### src/hdl/rdc_pkg.sv
// rdc_pkg: shared types, constants and the digit-to-ascii function
// for the radix digit converter; no dependencies
`default_nettype none

package rdc_pkg;

    localparam int VALUE_W        = 31;  // width of the value field
    localparam int RADIX_W        = 5;   // width of the radix field
    localparam int CHAR_W         = 7;   // width of an ascii character
    localparam int DIGIT_W        = 4;   // one base-16 digit at most
    localparam int VALUE_BITS_DEF = 31;  // default significant value bits
    localparam int STEP_BITS      = 8;   // quotient bits produced per cycle

    localparam logic [RADIX_W-1:0] MIN_RADIX = RADIX_W'(2);
    localparam logic [RADIX_W-1:0] MAX_RADIX = RADIX_W'(16);

    localparam logic [CHAR_W-1:0] ASCII_ZERO = 7'h30;
    localparam logic [CHAR_W-1:0] ASCII_A    = 7'h41;
    localparam logic [CHAR_W-1:0] CHAR_NONE  = 7'h00;

    typedef struct packed {
        logic [VALUE_W-1:0] value;
        logic [RADIX_W-1:0] radix;
    } t_in_word;

    typedef struct packed {
        logic [CHAR_W-1:0] digit_char;
        logic              last;
        logic              bad_radix;
    } t_out_word;

    function automatic logic [CHAR_W-1:0] ascii_of(input logic [DIGIT_W-1:0] d);
        logic [CHAR_W-1:0] c;
        if (d < DIGIT_W'(10)) begin
            c = ASCII_ZERO + CHAR_W'(d);
        end else begin
            c = ASCII_A + CHAR_W'(d - DIGIT_W'(10));
        end
        return c;
    endfunction

endpackage

`default_nettype wire

### src/hdl/rdc_div_step.sv
// rdc_div_step: restoring long-division slice, STEP_BITS quotient bits
// against a 5-bit divisor per use; depends on rdc_pkg
`default_nettype none

module rdc_div_step
    import rdc_pkg::*;
(
    input  wire logic [STEP_BITS-1:0] i_chunk,
    input  wire logic [DIGIT_W-1:0]   i_rem,
    input  wire logic [RADIX_W-1:0]   i_radix,
    output logic      [STEP_BITS-1:0] o_quo,
    output logic      [DIGIT_W-1:0]   o_rem
);

    always_comb begin
        logic [RADIX_W-1:0] t;
        logic [DIGIT_W-1:0] r;
        r     = i_rem;
        o_quo = '0;
        for (int i = STEP_BITS - 1; i >= 0; i--) begin
            t = {r, i_chunk[i]};
            // remainder stays below the radix, so the difference fits 4 bits
            if (t >= i_radix) begin
                o_quo[i] = 1'b1;
                r        = DIGIT_W'(t - i_radix);
            end else begin
                r        = t[DIGIT_W-1:0];
            end
        end
        o_rem = r;
    end

endmodule

`default_nettype wire

### src/hdl/rdc_stack.sv
// rdc_stack: digit stack memory, one write and one registered read port
// depends on rdc_pkg
`default_nettype none

module rdc_stack
    import rdc_pkg::*;
#(
    parameter int DEPTH = VALUE_BITS_DEF,
    parameter int AW    = $clog2(DEPTH)
) (
    input  wire logic               i_clk,
    input  wire logic               i_we,
    input  wire logic [AW-1:0]      i_waddr,
    input  wire logic [DIGIT_W-1:0] i_wdata,
    input  wire logic               i_re,
    input  wire logic [AW-1:0]      i_raddr,
    output logic      [DIGIT_W-1:0] o_rdata
);

    logic [DIGIT_W-1:0] r_mem [DEPTH];

    always_ff @(posedge i_clk) begin
        if (i_we) begin
            r_mem[i_waddr] <= i_wdata;
        end
    end

    always_ff @(posedge i_clk) begin
        if (i_re) begin
            o_rdata <= r_mem[i_raddr];
        end
    end

endmodule

`default_nettype wire

### src/hdl/radix_digit_converter.sv
// radix_digit_converter: top level, sequencer around the shared division
// slice and the digit stack; depends on rdc_pkg, rdc_div_step, rdc_stack
`default_nettype none

// channel | direction | handshake                  | payload
// --------+-----------+----------------------------+-----------------------------
// in      | input     | i_in_valid / o_in_ready    | i_in_word  (value, radix)
// out     | output    | o_out_valid / i_out_ready  | o_out_word (digit_char, last,
//         |           |                            |             bad_radix)
//
// steps: one division by the radix runs the running quotient through the shared
//   8-bit division slice chunk by chunk; each digit then leaves through the
//   stack read state and then the show state, where it waits out any output stall
// a conversion holds the input off until its last digit word has been taken;
//   a bad radix gives its single error word in the cycle after it is accepted
// reset clears the sequencer and the digit count; the stack needs no clearing
// the output word waits as long as i_out_ready stays low

module radix_digit_converter
    import rdc_pkg::*;
#(
    parameter int VALUE_BITS = VALUE_BITS_DEF
) (
    input  wire logic      i_clk,
    input  wire logic      i_rst_n,
    input  wire logic      i_in_valid,
    output logic           o_in_ready,
    input  wire t_in_word  i_in_word,
    output logic           o_out_valid,
    input  wire logic      i_out_ready,
    output t_out_word      o_out_word
);

    // division is done on a word padded up to whole 8-bit chunks
    localparam int PASSES = (VALUE_BITS + STEP_BITS - 1) / STEP_BITS;
    localparam int QW     = PASSES * STEP_BITS;
    localparam int PW     = (PASSES > 1) ? $clog2(PASSES) : 1;
    localparam int AW     = $clog2(VALUE_BITS);
    localparam int CW     = $clog2(VALUE_BITS + 1);

    // sequencer states
    localparam logic [1:0] S_IDLE = 2'd0;
    localparam logic [1:0] S_DIV  = 2'd1;  // dividing the running quotient
    localparam logic [1:0] S_READ = 2'd2;  // fetching the next digit
    localparam logic [1:0] S_SHOW = 2'd3;  // word on the output

    logic [1:0]         r_state, n_state;
    logic [QW-1:0]      r_work,  n_work;   // running quotient, shifted in place
    logic [DIGIT_W-1:0] r_rem,   n_rem;    // partial remainder of this division
    logic [RADIX_W-1:0] r_radix, n_radix;
    logic [PW-1:0]      r_pass,  n_pass;   // chunk counter inside one division
    logic [CW-1:0]      r_cnt,   n_cnt;    // digits pushed so far
    logic [AW-1:0]      r_idx,   n_idx;    // stack slot being emitted
    logic               r_err,   n_err;

    logic [STEP_BITS-1:0] quo_chunk;
    logic [DIGIT_W-1:0]   rem_next;
    logic [QW-1:0]        work_next;
    logic [QW-1:0]        value_mask;
    logic                 radix_bad;
    logic                 stack_we;
    logic                 stack_re;
    logic [DIGIT_W-1:0]   stack_rdata;

    // shared division slice: top chunk of the running quotient each cycle
    rdc_div_step u_div (
        .i_chunk (r_work[QW-1 -: STEP_BITS]),
        .i_rem   (r_rem),
        .i_radix (r_radix),
        .o_quo   (quo_chunk),
        .o_rem   (rem_next)
    );

    rdc_stack #(
        .DEPTH (VALUE_BITS),
        .AW    (AW)
    ) u_stack (
        .i_clk   (i_clk),
        .i_we    (stack_we),
        .i_waddr (r_cnt[AW-1:0]),
        .i_wdata (rem_next),
        .i_re    (stack_re),
        .i_raddr (r_idx),
        .o_rdata (stack_rdata)
    );

    always_comb begin
        for (int i = 0; i < QW; i++) begin
            value_mask[i] = (i < VALUE_BITS);
        end
    end

    // quotient after this cycle's chunk
    generate
        if (QW > STEP_BITS) begin : g_shift
            assign work_next = {r_work[QW-STEP_BITS-1:0], quo_chunk};
        end else begin : g_single
            assign work_next = quo_chunk;
        end
    endgenerate

    assign radix_bad = (i_in_word.radix < MIN_RADIX) || (i_in_word.radix > MAX_RADIX);

    assign o_in_ready  = (r_state == S_IDLE);
    assign o_out_valid = (r_state == S_SHOW);
    assign stack_re    = (r_state == S_READ);
    // a digit is pushed when the last chunk of a division goes through
    assign stack_we    = (r_state == S_DIV) && (r_pass == PW'(PASSES - 1));

    always_comb begin
        if (r_err) begin
            o_out_word.digit_char = CHAR_NONE;
            o_out_word.last       = 1'b1;
            o_out_word.bad_radix  = 1'b1;
        end else begin
            o_out_word.digit_char = ascii_of(stack_rdata);
            o_out_word.last       = (r_idx == '0);
            o_out_word.bad_radix  = 1'b0;
        end
    end

    always_comb begin
        n_state = r_state;
        n_work  = r_work;
        n_rem   = r_rem;
        n_radix = r_radix;
        n_pass  = r_pass;
        n_cnt   = r_cnt;
        n_idx   = r_idx;
        n_err   = r_err;
        unique case (r_state)
            S_IDLE: begin
                if (i_in_valid) begin
                    if (radix_bad) begin
                        // error word only, stack and count untouched
                        n_err   = 1'b1;
                        n_state = S_SHOW;
                    end else begin
                        n_err   = 1'b0;
                        n_work  = QW'(i_in_word.value) & value_mask;
                        n_radix = i_in_word.radix;
                        n_rem   = '0;
                        n_pass  = '0;
                        n_cnt   = '0;
                        n_state = S_DIV;
                    end
                end
            end
            S_DIV: begin
                n_work = work_next;
                if (r_pass == PW'(PASSES - 1)) begin
                    // division done: remainder goes to the stack this cycle
                    n_cnt  = r_cnt + CW'(1);
                    n_rem  = '0;
                    n_pass = '0;
                    if (work_next == '0) begin
                        n_idx   = r_cnt[AW-1:0];
                        n_state = S_READ;
                    end
                end else begin
                    n_rem  = rem_next;
                    n_pass = r_pass + PW'(1);
                end
            end
            S_READ: begin
                n_state = S_SHOW;
            end
            S_SHOW: begin
                if (i_out_ready) begin
                    if (r_err || (r_idx == '0)) begin
                        n_state = S_IDLE;
                    end else begin
                        n_idx   = r_idx - AW'(1);
                        n_state = S_READ;
                    end
                end
            end
            default: begin
                n_state = S_IDLE;
            end
        endcase
    end

    always_ff @(posedge i_clk) begin
        if (!i_rst_n) begin
            r_state <= S_IDLE;
            r_cnt   <= '0;
            r_pass  <= '0;
            r_err   <= 1'b0;
        end else begin
            r_state <= n_state;
            r_cnt   <= n_cnt;
            r_pass  <= n_pass;
            r_err   <= n_err;
        end
    end

    always_ff @(posedge i_clk) begin
        r_work  <= n_work;
        r_rem   <= n_rem;
        r_radix <= n_radix;
        r_idx   <= n_idx;
    end

endmodule

`default_nettype wire

### config.mk
export PLATFORM = sky130hd
export DESIGN_NAME = radix_digit_converter
export DESIGN_NICKNAME = d
export VERILOG_FILES = /design/src/hdl/rdc_pkg.sv /design/src/hdl/rdc_div_step.sv /design/src/hdl/rdc_stack.sv /design/src/hdl/radix_digit_converter.sv
export SDC_FILE = /design/constraint.sdc
export NUM_CORES = 1
export LEC_CHECK = 0
export ABC_AREA = 1
export BUFFER_PORTS_ARGS = -buffer_cell sky130_fd_sc_hd__buf_2
export CAP_MARGIN = 20
export CELL_PAD_IN_SITES_DETAIL_PLACEMENT = 1
export CELL_PAD_IN_SITES_GLOBAL_PLACEMENT = 2
export CORE_MARGIN = 4
export CORE_UTILIZATION = 40
export DETAILED_ROUTE_END_ITERATION = 8
export GPL_TIMING_DRIVEN = 0
export PLACE_DENSITY = 0.77
export REMOVE_ABC_BUFFERS = 1
export SLEW_MARGIN = 20
export SYNTH_ARGS = -nofsm -noshare
export SYNTH_HDL_FRONTEND = slang
export SYNTH_SLANG_ARGS = --single-unit
### constraint.sdc
create_clock -name i_clk -period 11.6 [get_ports i_clk]
set_clock_uncertainty 0.05 [all_clocks]
set_input_delay 2.32 -clock i_clk [delete_from_list [all_inputs] [get_ports i_clk]]
set_output_delay 2.32 -clock i_clk [all_outputs]
set_load 0.02 [all_outputs]
==> results of run 1 <==
synthesized netlist by cell type (2+ instances only):
master    number
nand3_2        6
o211ai_1       2
xnor2_1       12
buf_4          5
nor2_4         4
nand3b_1       3
a21oi_1       41
a21oi_2        3
edfxtp_1     174
and2_1         4
a21boi_1       3
nand2_2        8
o22ai_1       15
nor2_8         3
nand2_1      293
nand4_1        5
inv_1         85
nor2_1       104
nand2_4        2
inv_2          8
o21ai_1       14
clkbuf_1       2
xor2_1        11
fa_1           8
nor3_1         3
o21ai_2        3
nand3_1       58
a31oi_1        4
dfxtp_1       10
o21ai_0       39
nor2_2         2
ha_1          50
buf_2         16
a211oi_1       3
mux2i_1       11
clkbuf_8       3
state kept, by name (all words and copies together) (netlist names):
signal and count:
r_work 32, r_idx 5, u_stack.o_rdata 4, r_err 1
r_pass 2, u_stack.r_mem 124, r_rem 4, r_radix 5
r_cnt 5, r_state 2
critical path, delay by kind of cell, from the launching register on:
family                   cells  cell delay [ns]
AND/OR/NAND/NOR             40             4.51
adder cells (fa/ha/maj)      8             2.50
buffers and inverters       11             1.54
AO/OA/AOI/OAI                7             1.15
flip-flops                   1             0.37
final cells by class:
type / instances / area share, %
flip-flops and latches: 184 / 48.3
clock buffers: 18 / 3.82
multi-input cells: 725 / 36.1
clock inverters: 14 / 1.38
inverters: 96 / 3.46
repair inverters: 1 / 0.0668
well taps: 324 / 3.61
repair buffers: 61 / 3.27
cell families (layout without fill, tap and decap cells):
logic type	count (synthesis)	after routing	share of synthesized area, %
AOI/OAI and AO/OA	132	132	7.45
xor gates and xnor gates	23	23	2.01
adders and majority gates	58	58	7.86
buffers and inverters	124	190	5.52
DFF	184	184	54.3
muxes	11	11	1.10
and+or+nand+nor	501	501	21.8
stage by stage:
stage / cell area (µm²) / util [%] / TNS [ns] / std cells
2_1_floorplan: 9820 / - / 0 / 1005
3_3_place_gp: 10500 / 42.8 / -0.102 / 1379
3_5_place_dp: 10500 / 43.1 / -3.44 / 1382
4_1_cts: 11100 / 45.5 / -2.02 / 1414
5_1_grt: 11200 / 45.9 / 0 / 1423
6_report: 11200 / 45.9 / 0 / 1423
layer usage:
metal	track usage [%]	part of all wire [%]	vias to the layer above
met5	0	0	-
met4	4.73	1.4	0
met3	2.86	2.6	22
met1	23.8	46	3413
li1	-	-	3592
met2	31.7	50	108
worst max path at each step:
stage | end | slack (ns) | cells past startpoint
global route | u_stack.r_mem[7][0] | 0.07 | 66
finish | u_stack.r_mem[30][0] | 1.15 | 66
detailed placement | u_stack.r_mem[13][1] | -0.06 | 67
floorplan | u_stack.r_mem[0][2] | 2.61 | 63
CTS | u_stack.r_mem[0][0] | -0.07 | 66
global placement | u_stack.r_mem[24][3] | -0.005 | 67
cells in the final DEF (no fill, tap or decap), types with 3 or more instances in the layout:
| master | count |
|---|---|
| clkbuf_16 | 17 |
| nor2_4 | 4 |
| clkinv_8 | 3 |
| xor2_1 | 11 |
| o21ai_2 | 4 |
| mux2i_1 | 11 |
| o21ai_1 | 15 |
| o22ai_1 | 15 |
| nand3_2 | 6 |
| a21boi_1 | 3 |
| and2_1 | 4 |
| nor2_8 | 3 |
| nor2_1 | 104 |
| a31oi_1 | 4 |
| nand2_4 | 5 |
| inv_8 | 6 |
| a21oi_1 | 41 |
| o21ai_0 | 37 |
| nor3_1 | 3 |
| a211oi_1 | 3 |
| dfxtp_1 | 10 |
| nand2_2 | 8 |
| nand2_1 | 290 |
| clkinvlp_4 | 8 |
| nand3b_1 | 3 |
| buf_4 | 8 |
| fa_1 | 8 |
| buf_2 | 50 |
| inv_2 | 8 |
| nand3_1 | 58 |
| inv_1 | 80 |
| ha_1 | 50 |
| edfxtp_1 | 174 |
| nand4_1 | 5 |
| xnor2_1 | 12 |
timing repair:
| item | CTS | global route |
|---|---|---|
| hold buffers | 0 | 0 |
| gates resized for setup | 2 | 13 |
| setup endpoints to repair | 93 | 136 |
| buffers inserted | 0 | 8 |
| gates cloned | 0 | 1 |
==> flow_results.org, run 1 <==
** Outcome
- The run finished with clean final reports.

** Clock tree
- CTS tree :: done
- CTS built an H-tree with a depth of 4.
- The longest clock path from root to sink contains 2 buffers.
- CTS placed an instance of clkbuf_16 at the clock tree root.
- The clock reaches the later pin of the worst-skew pair after 0.43 ns.
- TritonCTS created 17 clock buffers.
- After clock tree synthesis, the clock-pin slew on the worst setup and hold paths is 0.08 ns.
- Clock sink count :: 184

** Worst setup path
- The setup path with the least slack is of type reg2reg.
- Endpoint of the lowest-slack register-to-register path :: u_stack.r_mem[30][0]
- In this design, the stage delay of the slowest critical-path cell is 0.42 ns.
- On the critical path, the stage with the largest delay is an instance of ha_1.
- Tracing the worst setup path back leads to its startpoint at r_radix[2].
- Type of element capturing the critical path :: flip-flop
- Origin of the critical flop-to-flop path :: r_radix[2]
- The worst setup path is launched from a flip-flop.
- Endpoint arrival time on the critical path :: 10.56 ns
- Most frequent CP cell :: nand2_1
- Worst-path maximum fanout :: 15
- The setup check on the worst reg-to-reg path leaves a slack of 1.15 ns.
- The number of cells on the worst reg-to-reg path is 66.
- Data on the critical path is required at its endpoint by 11.71 ns.

** Final layout
- The layout has 2785 filler cells.
- Cells with a size suffix above 1 make up 13.5% of the layout.
- In the final layout, the multi-input gates occupy 4060 µm².
- In the final design database the tool counted 1184 nets.
- The sequential cells in the finished layout cover a total of 5430 µm².
- Layout overhead on the synthesized area :: 12.4%
- Final antenna diode count :: 0

** Detailed routing
- DRC violation count after routing :: 0
- Detailed routing inserted a total of 7135 vias.
- Routed Wire Length :: 25.2 mm
- Dividing the detail-routed wire length by the instance count gives 17.7 µm.
- Number of vias per cell :: 5.01
- The first routing iteration left 385 violations.
- Iteration count of the initial detailed-routing pass :: 5
- The count of nets left with antenna violations once routing finished came out at 0.

** GRT
- Global routing used 18.2% of the available tracks.
- The initial antenna violation count was 0.
- Entering global routing, the biggest net connects 53 pins.
- After global routing the overflow that remains totals 0.
- Vias in the first global route :: 7198
- Global-route wire length before repair :: 39.9 mm

** Min path
- The min-delay analysis places its worst path in the category reg2reg.
- The worst hold path passes through 2 cells.
- Startpoint of the tightest hold check path :: r_pass[1]
- Hold Crit Endpoint :: r_pass[1]

** Logic synthesis
- Counting flops with an async set or reset pin after synthesis yields a share of 0%.
- After technology mapping, the gate count stands at 1033.
- Biggest area consumer among synthesized cells :: edfxtp_1
- Synthesized cell area :: 10000 µm²
- The synthesized design contains 184 register bits.
- Post-synth EDFFs :: 174
- Main synth FF type :: edfxtp_1
- The number of different library cells used by synthesis comes to 52.
- Synth area leaders :: edfxtp_1 52%, nand2_1 11%, ha_1 6.3%
- Summing the sequential cell areas from Yosys gives 54.3% of the chip area.
- A synthesized cell averages 9.68 µm².
- Fraction of post-synthesis cell area in the top cell type by area :: 52.3%
- During synthesis, Yosys emitted a total of 0 warnings.

** Place
- In this run the tool buffered the top-level ports with 50 buffer cells.
- The HPWL after detailed placement is 18.1 mm.
- Global placer's final weighted congestion :: 0.750
- Pre-CTS setup slack :: -0.0564 ns

** STA
- Setup repair after global routing missed its margin :: false
- Number of pins exceeding their max-slew limit in the final report :: 0
- The hold violation total from the final report was 0.
- Hold timing on the final database bottoms out at a slack of 0.454 ns.
- Setup slack on the critical path of the routed design comes to 1.15 ns.
- Number of setup violations in the final report :: 0
- Worst Max-Slew Pin Slew :: 0.936 ns
- Based on the critical path, the design can be clocked at up to 95.7 MHz.
- Min cycle time layout :: 10.45 ns
- Dividing the final minimum period by the clock period gives 90.1%.
- Relative slew slack :: 37.6%

** Die
- The die is 166 µm tall.
- The floorplan step defined a die boundary enclosing 27600 µm².
- Measured along the x axis, the die boundary spans 166 µm.
- The core region is 24500 µm².
- For this configuration, the core starts out at a cell density of 40.9%.
- During I/O placement, the number of pins put on the boundary was 51.
- The floorplan has 57 rows.

** Job
- Maxcap violations :: 0
Power of run 1 is left out: the tool's default activity adds up to more than one toggle a clock period on the data nets, which glitch-free logic cannot reach.
==> run 2, diff against run 1 <==
Settings changed: BUFFER_PORTS_ARGS -buffer_cell sky130_fd_sc_hd__buf_2 to unset, CORE_UTILIZATION 40 to 41, DONT_BUFFER_PORTS set to 1, PLACE_DENSITY 0.77 to 0.76.
==> run 2 against run 1 <==
  * Wire length up 2.1%
  * Setup slack better by 0.13 ns
  * Count of clock-buffer cells in the layout decreased by 1
  * Cell count fell by 3.6%
  * Die area fell by 2.3%
  * Sequential share of layout area is 0.86 points higher
  * Critical path type unchanged
  * Highest routed layer unchanged
==> flow_results.org, run 2 (synthesis results as in run 1) <==
** Outcome
- Outcome :: finished, final reports clean

** Clock tree
- Max clock buf depth :: 2
- Cts bufs inserted :: 17
- TritonCTS built the clock tree.
- After clock tree synthesis, the clock-pin slew on the worst setup and hold paths is 0.07 ns.
- Clock latency on the worst-skew pair, taken at its later pin, is 0.44 ns.
- The H-tree was split into 4 levels.
- Clock Root Buffer :: clkbuf_16
- The clock drives 184 sinks.

** GRT
- Global route overflow :: 0
- The initial antenna violation count came to 0.
- GRT Resource Usage Total :: 19.8%
- Global-route wire length before repair :: 40.7 mm
- Maximum number of pins on one net before global-route repair :: 53
- The via count of the first global-routing pass was 7413.

** Final layout
- Layout Nets :: 1139
- Most common cell after layout, fill and taps aside :: nand2_1
- Largest reg by FF count :: u_stack.r_mem
- Cells with a size suffix above 1 make up 9.69% of the layout.
- In the layout the commonest cells are 290 x nand2_1, 174 x edfxtp_1, 104 x nor2_1, 80 x inv_1, 58 x nand3_1.
- Final antenna diode count :: 0
- Layout overhead on the synthesized area :: 10.4%
- The register with the most flip-flops in the layout has 124 of them.
- Layout fillers :: 2703
- The largest registers in the layout are u_stack.r_mem: 124 flops, r_work: 32 flops.

** STA
- Subtracting the final worst setup slack from the clock period gives 10.32 ns.
- Setup violations remaining at the end of the flow were counted as 0.
- In the post-route analysis, the smallest setup slack over all paths is 1.28 ns.
- Number of pins exceeding their max-slew limit in the final report :: 0
- Highest Clock Rate :: 96.9 MHz
- On the final layout, the worst hold slack is 0.442 ns.
- For the pin with the worst max-slew slack, the measured transition is 0.915 ns.
- Headroom to the max-slew limit came out at 38.9%.
- Period utilisation layout :: 89.0%
- Setup repair after global routing left no endpoint under its margin.
- Final Hold Viols :: 0
- Setup TNS Final :: 0 ns

** Detailed routing
- Per-cell routed wire length :: 18.8 µm
- For this run, the detailed router's first-pass iteration total came to 4.
- The count of nets left with antenna violations once routing finished came out at 0.
- Summed over all layers, the routed wires come to 25.8 mm.
- DRC violation count after routing :: 0
- Dividing the detail-routed via count by the number of cells gives 5.14.
- Count of vias placed by the detailed router :: 7058
- After the first detailed-routing iteration, the DRC count stood at 330.

** Place
- Global placer's final weighted congestion :: 0.773
- Number of buffer cells added on primary ports :: 0
- OpenSTA, run right after detailed placement, puts the worst setup slack at -0.0787 ns.
- Placed wire-length estimate after detailed placement :: 18.2 mm

** Min path
- Startpoint of the tightest hold check path :: r_pass[1]
- Path class of the lowest-slack min-delay path :: reg2reg

** Die
- Number of top-level design ports :: 51
- Initial standard-cell utilization of the core :: 42.1%
- The floorplan step defined a die boundary enclosing 27000 µm².
- The floorplan has 56 rows.
- In this run the horizontal extent of the chip is 164 µm.
- The floorplan step set the die height to 164 µm.
- Placeable core area :: 23800 µm²

** Worst setup path
- Type of element capturing the critical path :: flip-flop
- Origin of the critical flop-to-flop path :: r_radix[2]
- Req. time, crit path :: 11.65 ns
- Peak per-stage delay on the critical path :: 0.42 ns
- Most frequent CP cell :: nand2_1
- Crit-path slowest cell :: ha_1
- Of all nets on the critical path, the largest fanout is 8.
- STA classifies the critical path startpoint as a flip-flop.
- Data arrives at the worst endpoint at 10.37 ns.
- Critical path launch point :: r_radix[2]
- The setup path with the least slack is of type reg2reg.

** Job
- Maxcap violations :: 0
run 2: metrics by stage:
stage | area (µm²) | instances | util, %
floorplan | 9820 | 1005 | -
global placement | 10200 | 1324 | 43.0
detailed placement | 10300 | 1327 | 43.3
CTS | 10900 | 1358 | 45.8
global route | 11000 | 1372 | 46.5
finish | 11000 | 1372 | 46.5
run 2: cell type report:
class / instances / area (µm²) / share of cell area (%)
Inverter: 96 / 385 / 3.49
Clock inverter: 14 / 176 / 1.60
Timing Repair Buffer: 17 / 183 / 1.65
Multi-Input combinational cell: 725 / 4050 / 36.6
Tap cell: 319 / 399 / 3.62
Sequential cell: 184 / 5430 / 49.1
Clock buffer: 17 / 425 / 3.85
run 2: worst max-delay path, delay by kind of cell, from the launching register on:
kind | cells | cell delay, ns
AOI/OAI and AO/OA | 7 | 1.28
adders and majority gates | 8 | 2.53
and+or+nand+nor | 40 | 4.52
buffers and inverters | 10 | 1.19
DFF | 1 | 0.38
run 2: path summary, 6_finish.rpt:
path | endpoint | slack, ns | cells after the start
setup / recovery | r_idx[3] | 1.28 | 65
setup reg to reg | r_idx[3] | 1.28 | 65
hold / removal | r_pass[1] | 0.44 | 2
hold reg to reg | r_pass[1] | 0.44 | 2
run 2: what timing repair did:
item	in CTS	in global routing
gates resized for setup	2	9
endpoints found under the hold margin	0	0
pin swaps	0	1
cloned	0	0
endpoints found under the setup margin	93	136
hold buffers	0	0
buffers inserted	0	13
run 2: per-layer routing:
metal	wire length, µm	GRT usage, %	vias up
li1	-	-	3504
met1	11400	25.3	3440
met2	13300	34.7	85
met3	619	3.44	29
met4	442	5.15	0
met5	0	0	-
Power of run 2 is left out for the same reason.
